==> src/rtl/scbp_pkg.sv <==
// shared types and constants of the size class buffer pool
`default_nettype none

package scbp_pkg;

  localparam int unsigned NUM_CLASSES = 4;
  localparam int unsigned CLS_W       = 2;
  localparam int unsigned IDX_W       = 10;
  localparam int unsigned SIZE_W      = 16;
  localparam int unsigned USE_W       = 11;
  localparam int unsigned CFG_W       = 16;
  localparam int unsigned CFG_IDX_W   = 2;

  // register indexes of the configuration port
  localparam logic [CFG_IDX_W-1:0] CFG_SMALL_LIMIT  = 2'd0;
  localparam logic [CFG_IDX_W-1:0] CFG_MEDIUM_LIMIT = 2'd1;
  localparam logic [CFG_IDX_W-1:0] CFG_LARGE_LIMIT  = 2'd2;

  localparam logic [CFG_W-1:0] SMALL_LIMIT_RST  = 16'd64;
  localparam logic [CFG_W-1:0] MEDIUM_LIMIT_RST = 16'd128;
  localparam logic [CFG_W-1:0] LARGE_LIMIT_RST  = 16'd256;

  localparam logic ACT_ALLOC = 1'b0;
  localparam logic ACT_FREE  = 1'b1;

  localparam logic [CLS_W-1:0] CLS_SMALL  = 2'd0;
  localparam logic [CLS_W-1:0] CLS_MEDIUM = 2'd1;
  localparam logic [CLS_W-1:0] CLS_LARGE  = 2'd2;
  localparam logic [CLS_W-1:0] CLS_SUPER  = 2'd3;

  typedef enum logic [1:0] {
    ST_OK          = 2'd0,
    ST_EXHAUSTED   = 2'd1,
    ST_NOT_IN_USE  = 2'd2
  } status_e;

  typedef struct packed {
    logic              action;
    logic [SIZE_W-1:0] request_size;
    logic [CLS_W-1:0]  release_class;
    logic [IDX_W-1:0]  release_index;
  } scbp_req_t;

  typedef struct packed {
    status_e           status;
    logic [CLS_W-1:0]  granted_class;
    logic [IDX_W-1:0]  granted_index;
    logic [USE_W-1:0]  class_in_use;
  } scbp_rsp_t;

  // commands from the controller to the datapath
  typedef struct packed {
    logic load;
    logic read;
    logic exec;
  } scbp_cmd_t;

endpackage

`default_nettype wire

==> src/rtl/scbp_ctrl.sv <==
// controller state machine of the size class buffer pool
`default_nettype none

module scbp_ctrl
  import scbp_pkg::*;
(
  input  wire logic      clk_i,
  input  wire logic      rst_ni,
  input  wire logic      start,
  output logic           busy,
  output scbp_cmd_t      cmd_o
);

  typedef enum logic [2:0] {
    S_IDLE = 3'b001,
    S_READ = 3'b010,
    S_EXEC = 3'b100
  } state_e;

  state_e state_q, state_d;
  logic   accept;

  assign accept = start && (state_q == S_IDLE);
  assign busy   = (state_q != S_IDLE);

  always_comb begin
    state_d = state_q;
    unique case (state_q)
      S_IDLE: begin
        if (start) state_d = S_READ;
      end
      S_READ: state_d = S_EXEC;
      S_EXEC: state_d = S_IDLE;
      default: state_d = S_IDLE;
    endcase
  end

  always_ff @(posedge clk_i or negedge rst_ni) begin
    if (!rst_ni) begin
      state_q <= S_IDLE;
    end else begin
      state_q <= state_d;
    end
  end

  assign cmd_o.load = accept;
  assign cmd_o.read = (state_q == S_READ);
  assign cmd_o.exec = (state_q == S_EXEC);

`ifndef ASSERT_OFF
  a_accept_to_exec: assert property (@(posedge clk_i) disable iff (!rst_ni)
    accept |-> ##2 cmd_o.exec) else $error("accepted transaction did not reach exec");
  a_exec_frees: assert property (@(posedge clk_i) disable iff (!rst_ni)
    cmd_o.exec |=> !busy) else $error("busy after exec");
  a_cmd_onehot0: assert property (@(posedge clk_i) disable iff (!rst_ni)
    $onehot0({cmd_o.load, cmd_o.read, cmd_o.exec})) else $error("overlapping commands");
`endif

endmodule

`default_nettype wire

==> config.mk <==
export PLATFORM = sky130hd
export DESIGN_NAME = scbp_ctrl
export DESIGN_NICKNAME = d
export VERILOG_FILES = /design/src/rtl/scbp_pkg.sv /design/src/rtl/scbp_ctrl.sv
export SDC_FILE = /design/constraint.sdc
export NUM_CORES = 1
export LEC_CHECK = 0
export ABC_AREA = 1
export BUFFER_PORTS_ARGS = -buffer_cell sky130_fd_sc_hd__buf_4
export CAP_MARGIN = 20
export CORE_AREA = 2 2 39 41
export DETAILED_ROUTE_END_ITERATION = 8
export DIE_AREA = 0 0 41 43
export MAX_ROUTING_LAYER = met4
export SLEW_MARGIN = 20
export SYNTH_ARGS = -nofsm -noshare
export SYNTH_HDL_FRONTEND = slang
export SYNTH_SLANG_ARGS = --single-unit
==> constraint.sdc <==
create_clock -name clk_i -period 1.1 [get_ports clk_i]
set_input_delay 0.11 -clock clk_i [delete_from_list [all_inputs] [get_ports clk_i]]
set_output_delay 0.11 -clock clk_i [all_outputs]
set_load 0.05 [all_outputs]
Word-level counts from Yosys, hierarchy flattened
Cells that the tools add are included. W data, S select, Z words.

Register bits: 3. Input bits: 3. Word-level logic and storage cells: 9.

Equality and inequality tests: 5. Mux-type cells: 2. Reduce and logical (&&, ||, !) cells: 1.

Operators with widths (number): $pmux W3 S2 (1); $eq A3 B1 Y1 const B (1); $eq A3 B2 Y1 const B (1); $eq A3 B3 Y1 const B (1); $mux W3 (1); $ne A3 B1 Y1 const B (1); $ne A2 B2 Y1 const B (1); $logic_and A1 B1 Y1 (1).

Longest topological paths before layout
Gate-level depths: netlist of the first run.

Depth in word-level cells: 2. Depth in mapped cells: 4.

Worst setup path before layout of the first run
No wires, ideal clock.

Path type: register to output. From: register state_q[1]. To: output cmd_o[0] (netlist name). Arrival: 1473 ps. Required time: 990 ps. Setup slack: -483 ps. Stages on the path, launching flop included: 2. Path through: dfrtp_1 nor3_1.

RTL lines: start, declared (line scbp_ctrl.sv:20) `state_e state_q, state_d;`; start signal, assigned (line scbp_ctrl.sv:42) `state_q <= state_d;`; end, declared (line scbp_ctrl.sv:11) `output scbp_cmd_t cmd_o`.

==> results.txt, run 1 <==
----------------------------------------------------
[Global routing]
  Pin count of the biggest net entering global routing ... 4
  Overall Global Routing Usage ... 5.458%
  Gr ovfl total ... 0
  Global-route wire length before repair ... 552 um
  Initial antenna violation count ... 0
  Vias in the first global route ... ~150

[Cells and area]
  Most common library cell in the layout ignoring fill and taps ... sky130_fd_sc_hd__buf_4
  Post-Layout Cell Count ... 51
  Finished layout cell area ... 341.6 um^2
  Register with the most flip-flops ... state_q
  Share of post-route cells with drive strength above 1 ... roughly three quarters
  Highest-count cells in the layout ignoring fill and taps ... sky130_fd_sc_hd__buf_4 (9), sky130_fd_sc_hd__inv_2 (4), sky130_fd_sc_hd__clkbuf_4 (3)
  ANT cells ... 0
  Area grow syn2layout ... 103.7%
  Sequential standard cell area ... 76.32 um^2
  Area taken by multi-input logic gates ... 81.33 um^2
  Registers with the highest flip-flop counts ... state_q: 3 flops
  Post-layout nets ... 39
  Flip-flop count of the largest register, all copies and words added ... 3
  Fill cell instance count of the final layout ... 162
  Final core area utilization ... 24.68%

[STA]
  Hold_ws ... between 0.15 and 0.2 ns
  Setup ws final ... -0.1500 ns
  Slew at the pin closest to its max-slew limit ... ~0.19 ns
  Post-layout minimum cycle time ... 1.250 ns
  Final Hold Viols ... 0
  Final total negative setup slack ... -0.4728 ns
  Top achievable clock speed ... 0.8000 GHz
  Final worst clock skew ... 0.004347 ns
  Slew headroom ... between 80% and 90%
  Setup repair after global routing missed its margin ... true
  Slew Limit Fails ... 0
  Period utilisation layout ... 113.6%
  Final-report setup violation count ... 5

[Worst hold path]
  Min-Delay Path Class ... input pin to register

[Critical path]
  Arrival time of the worst setup path ... 1.14 ns
  Crit. End Element ... primary output
  Reg-to-reg slack, setup ... -0.01 ns
  CP Launch Type ... register
  Max FO, Critical Path ... 3
  Worst Setup Path Type ... register to primary output
  Critical path required time ... 0.99 ns

[Floorplanning]
  Die area ... 1763 um^2
  Die height ... 43 um
  I/O pins ... 7
  Number of placement rows ... 14
  Placeable core region ... about 1400 um^2
  Initial core utilization ... 12.12%
  Horizontal extent of the die ... 41 um

[Power]
  Part of the total power dissipated in combinational logic ... 61.5%
  Leakage power figure ... 0.1768 nW
  Maximum vdd ir drop ... 0.8243 mV
  Reg power frac ... 20.2%
  P per Cell Area ... 3163 nW/um^2
  Part of the power in the clock network ... 18.3%
  Design internal power ... 0.5912 mW
  Sw power ... 0.4891 mW
  Switching share of power ... 45.28%

[Clock tree]
  Maximum clock insertion buffer count ... 2
  Master cell of the clock root buffer ... sky130_fd_sc_hd__clkbuf_4
  Clk sinks ... 3
  TritonCTS clock tree ... built
  Later-pin clock latency in the skew report ... 0.23 ns
  Max H-tree Level ... 1
  Number of buffers created by CTS ... 3
  Clock transition at the register clock pins on the worst setup and hold paths after CTS ... 0.04 ns

[Placed design]
  Post-DP HPWL ... 258.9 um
  Port Buffer Count ... 6
  Placement Cell Area ... 232.7 um^2
  Inst Count DP ... 40
  Weighted congestion reported at the end of routability-driven placement ... about 0.64

[Yosys]
  Area share of the largest cell type after synthesis ... 29.85%
  Post-synthesis instance area ... 167.7 um^2
  Leading area contributor after synthesis ... sky130_fd_sc_hd__dfrtp_1
  Count of warnings emitted by yosys ... 0
  Syn_nets ... 23
  Distinct cell type count of the synthesized netlist ... 12
  Cells taking the most area after synthesis ... sky130_fd_sc_hd__dfrtp_1 (30%), sky130_fd_sc_hd__dfstp_2 (16%), sky130_fd_sc_hd__nand3_2 (12%)
  Post-synthesis average cell area ... 8.383 um^2
  Gate count of the mapped netlist ... 20
  Synth Register Bits ... 3
  Fraction of the yosys area taken by sequential cells ... 45.52%

[Job]
  Max-cap viol count ... 0

[Routing]
  Final antenna-violating net count ... 0
  Total number of vias ... 161
  Number of design-rule violations left by the first detailed-router iteration ... 0
  Routed Wire Length ... roughly 370 um
  Via/cell ratio ... 3.157
  Drt first pass iters ... 1
  DRC violation count after routing ... 0
  Per-cell routed wire length ... 7.196 um

[Run status]
  Outcome ... finished, violations left
  Violations in the final reports ... setup timing

----------------------------------------------------
==> power groups by stage <==
stage                     clock [mW]  combinational, mW  sequential [mW]
after floorplan                    0              0.400            0.211
after global placement             0              0.462            0.216
after detailed placement           0              0.463            0.217
after CTS                      0.204              0.618            0.217
after global routing           0.217              0.713            0.225
final                          0.197              0.665            0.218
==> per-layer routing <==
layer / track usage [%] / part of all wire, % / up-vias
li1: - / - / 85
met1: 4.839 / 37 / 72
met2: 7.187 / 57 / 4
met3: 3.141 / 5.4 / 0
met4: 6.000 / 0 / 0
met5: - / 0 / -
==> synth_stat cells, drive strengths merged <==
cell type / number
buf: 2
dfrtp: 2
dfstp: 1
inv: 6
nand2: 2
nand3: 3
nor2: 3
nor3: 1
==> final timing paths <==
check | start | depth (start not counted) | endpoint
min in group asynchronous | rst_ni | 2 | state_q[1]
hold / removal | start | 3 | state_q[1]
setup / recovery | state_q[0] | 3 | cmd_o[2]
setup reg to reg | state_q[0] | 6 | state_q[0]
hold reg to reg | state_q[2] | 3 | state_q[0]
max in group asynchronous | rst_ni | 2 | state_q[0]
==> worst max-delay path, cell delays in order, from the launching register on <==
cell	delay (ns)
sky130_fd_sc_hd__dfstp_2	0.56
sky130_fd_sc_hd__nand3_4	0.09
sky130_fd_sc_hd__nor2_4	0.09
sky130_fd_sc_hd__buf_6	0.16
==> layout make-up <==
| class | count | area share [%] |
|---|---|---|
| Multi-Input combinational cell | 9 | 23.81 |
| Inverter | 6 | 6.593 |
| Timing Repair Buffer | 13 | 33.70 |
| Clock buffer | 4 | 7.692 |
| Tap cell | 16 | 5.861 |
| Sequential cell | 3 | 22.34 |
==> stage by stage <==
step	total power, mW	setup WS, ns
after floorplan	0.6108	-0.06417
after global placement	0.6782	0.05738
after detailed placement	0.6807	0.05232
after CTS	1.039	-0.1562
after global routing	1.155	-0.2022
final	1.080	-0.1500
==> logic make-up after synthesis <==
logic type,Yosys count,share of synthesized area (%)
DFF,3,45.53
and+or+nand+nor,9,32.09
buffers and inverters,8,22.38
==> repair_timing <==
| item | 4_1_cts | 5_1_grt |
|---|---|---|
| hold buffers | 1 | 0 |
| hold endpoints to repair | 3 | 0 |
| setup buffers | 4 | 2 |
| gates resized for setup | 6 | 2 |
| pin swaps | 0 | 1 |
| endpoints found under the setup margin | 4 | 4 |
Power figures use the tool's default switching activity.
==> inputs of run 2 (changes only) <==
==> constraint.sdc (replaced) <==
create_clock -name clk_i -period 1.1 [get_ports clk_i]
set_input_delay 0.22 -clock clk_i [delete_from_list [all_inputs] [get_ports clk_i]]
set_output_delay 0.22 -clock clk_i [all_outputs]
set_load 0.05 [all_outputs]
==> run 2 against run 1 <==
The run still ends with setup timing left. Die area is the same. Largest power group unchanged. Non-clock buffer count grew 1. First-iteration DRC count is the same. Critical endpoint unchanged. Combinational power grew 8.1%.
==> results.txt, run 2 (same netlist as run 1, synthesis figures left out) <==
----------------------------------------------------
[Cells and area]
  Area taken by multi-input logic gates ... 88.84 um^2 (was 81.33 um^2)
  Post-layout nets ... 40 (was 39)
  Area grow syn2layout ... 110.4% (was 103.7%)
  Final core area utilization ... 25.50% (was 24.68%)
  Post-Layout Cell Count ... 52 (was 51)
  Sequential standard cell area ... 76.32 um^2 (unchanged)
  Fill cell instance count of the final layout ... 157 (was 162)
  Share of post-route cells with drive strength above 1 ... 80.56% (was 74.29%)
  Registers with the highest flip-flop counts ... state_q: 3 flops (unchanged)
  Most common library cell in the layout ignoring fill and taps ... sky130_fd_sc_hd__buf_4 (unchanged)
  Register with the most flip-flops ... state_q (unchanged)
  Finished layout cell area ... 352.8 um^2 (was 341.6 um^2)
  Flip-flop count of the largest register, all copies and words added ... 3 (unchanged)
  Highest-count cells in the layout ignoring fill and taps ... sky130_fd_sc_hd__buf_4 (10), sky130_fd_sc_hd__inv_1 (3), sky130_fd_sc_hd__inv_2 (3), sky130_fd_sc_hd__clkbuf_4 (3), sky130_fd_sc_hd__buf_6 (3) (was sky130_fd_sc_hd__buf_4 (9), sky130_fd_sc_hd__inv_2 (4), sky130_fd_sc_hd__clkbuf_4 (3))
  ANT cells ... 0 (unchanged)

[STA]
  Final total negative setup slack ... -0.8562 ns (was -0.4728 ns)
  Top achievable clock speed ... 0.7435 GHz (was 0.8000 GHz)
  Hold_ws ... 0.2903 ns (was 0.1594 ns)
  Period utilisation layout ... 122.3% (was 113.6%)
  Setup repair after global routing missed its margin ... true (unchanged)
  Post-layout minimum cycle time ... 1.345 ns (was 1.250 ns)
  Setup ws final ... -0.2451 ns (was -0.1500 ns)
  Slew headroom ... 88.54% (was 87.50%)
  Slew at the pin closest to its max-slew limit ... 0.1717 ns (was 0.1874 ns)
  Slew Limit Fails ... 0 (unchanged)
  Final-report setup violation count ... 4 (was 5)
  Final Hold Viols ... 0 (unchanged)
  Final worst clock skew ... 0.001620 ns (was 0.004347 ns)

[Placed design]
  Port Buffer Count ... 6 (unchanged)
  Placement Cell Area ... 262.8 um^2 (was 232.7 um^2)
  Weighted congestion reported at the end of routability-driven placement ... 0.7286 (was 0.6365)
  Post-DP HPWL ... 271.4 um (was 258.9 um)
  Pre-CTS setup slack ... -0.04862 ns (was 0.05232 ns)
  Inst Count DP ... 44 (was 40)

[Floorplanning]
  Horizontal extent of the die ... 41 um (unchanged)
  I/O pins ... 7 (unchanged)
  Initial core utilization ... 12.12% (unchanged)
  Die area ... 1763 um^2 (unchanged)
  Number of placement rows ... 14 (unchanged)
  Die height ... 43 um (unchanged)
  Placeable core region ... 1384 um^2 (unchanged)

[Clock tree]
  Master cell of the clock root buffer ... sky130_fd_sc_hd__clkbuf_4 (unchanged)
  TritonCTS clock tree ... built (unchanged)
  Number of buffers created by CTS ... 3 (unchanged)
  Max H-tree Level ... 1 (unchanged)
  Maximum clock insertion buffer count ... 2 (unchanged)
  Later-pin clock latency in the skew report ... 0.23 ns (about the same)
  Clk sinks ... 3 (unchanged)
  Clock transition at the register clock pins on the worst setup and hold paths after CTS ... 0.03 ns (was 0.04 ns)

[Critical path]
  Buf/Inv on CP ... 1 (unchanged)
  CP Launch Type ... register (unchanged)
  Top delay family on crit path ... flip-flops (unchanged)
  Critical path required time ... 0.88 ns (was 0.99 ns)
  Slowest stage cell, crit path ... sky130_fd_sc_hd__dfstp_2 (unchanged)
  FF-to-FF path depth ... 5 (was 6)
  Max FO, Critical Path ... 3 (unchanged)
  Worst Setup Path Type ... register to primary output (unchanged)
  Crit. End Element ... primary output (unchanged)
  Critical path depth in cells ... 3 (unchanged)
  Arrival time of the worst setup path ... 1.13 ns (was 1.14 ns)
  Crit path largest cell delay ... 0.56 ns (about the same)
  Sequence of cells on the critical path ... nand3_4 -> nor2_4 -> buf_6 (unchanged)

[Run status]
  Outcome ... finished, violations left (unchanged)
  Violations in the final reports ... setup timing (unchanged)

[Power]
  Maximum vdd ir drop ... 0.6892 mV (was 0.8243 mV)
  Total Power Consumption ... 1.118 mW (was 1.080 mW)
  Leakage power figure ... 0.1818 nW (was 0.1768 nW)
  P per Cell Area ... 3169 nW/um^2 (was 3163 nW/um^2)

[Routing]
  Via/cell ratio ... 3.346 (was 3.157)
  DRC violation count after routing ... 0 (unchanged)
  Routed Wire Length ... 362 um (was 367 um)
  Final antenna-violating net count ... 0 (unchanged)
  Drt first pass iters ... 1 (unchanged)
  Total number of vias ... 174 (was 161)
  Per-cell routed wire length ... 6.962 um (was 7.196 um)
  Number of design-rule violations left by the first detailed-router iteration ... 0 (unchanged)

[Global routing]
  Global-route wire length before repair ... 634 um (was 552 um)
  Overall Global Routing Usage ... 5.986% (was 5.458%)
  Pin count of the biggest net entering global routing ... 4 (unchanged)
  Initial antenna violation count ... 0 (unchanged)
  Vias in the first global route ... 182 (was 149)
  Gr ovfl total ... 0 (unchanged)

[Worst hold path]
  Min-Delay Path Class ... input pin to register (unchanged)
  Hold Path Depth ... 4 (was 3)

[Job]
  Max-cap viol count ... 0 (unchanged)

----------------------------------------------------
run 2: cell type report:
cell class              count  share of cell area [%]
repair buffers             14                   33.69
clock buffers               4                   7.447
inverters                   6                   6.383
multi-input cells           9                   25.18
well taps                  16                   5.674
flip-flops and latches      3                   21.63
run 2: final timing paths:
check	start	end	slack [ns]
max reg2reg	state_q[0]	state_q[0]	0.02
max in group asynchronous	rst_ni	state_q[0]	0.59
min in group asynchronous	rst_ni	state_q[2]	0.32
min	start	state_q[0]	0.29
min reg2reg	state_q[2]	state_q[0]	0.53
max	state_q[0]	cmd_o[2]	-0.25
run 2: worst reg2reg max path, cell delays in order, from the launching register on:
cell	delay (ns)
sky130_fd_sc_hd__dfstp_2	0.56
sky130_fd_sc_hd__nand3_4	0.09
sky130_fd_sc_hd__buf_4	0.14
sky130_fd_sc_hd__buf_4	0.13
sky130_fd_sc_hd__nand2_2	0.05
sky130_fd_sc_hd__nand2_2	0.04
run 2: timing repair:
item | CTS | global route
gates cloned | 0 | 0
gates resized for setup | 5 | 4
pin swaps | 2 | 2
hold buffers | 1 | 0
endpoints found under the hold margin | 3 | 0
setup endpoints to repair | 4 | 6
setup buffers | 5 | 0
run 2: where the power goes:
part           switching (mW)  internal, mW
clock                  0.0496         0.135
sequential             0.0478         0.166
combinational           0.400         0.319
run 2: per-layer routing:
metal | vias to the layer above | routed length (um) | track usage [%]
met5 | - | 0 | -
met4 | 0 | 0 | 8.000
met3 | 0 | 14 | 1.571
met2 | 4 | 223 | 8.125
met1 | 82 | 125 | 5.519
li1 | 88 | - | -
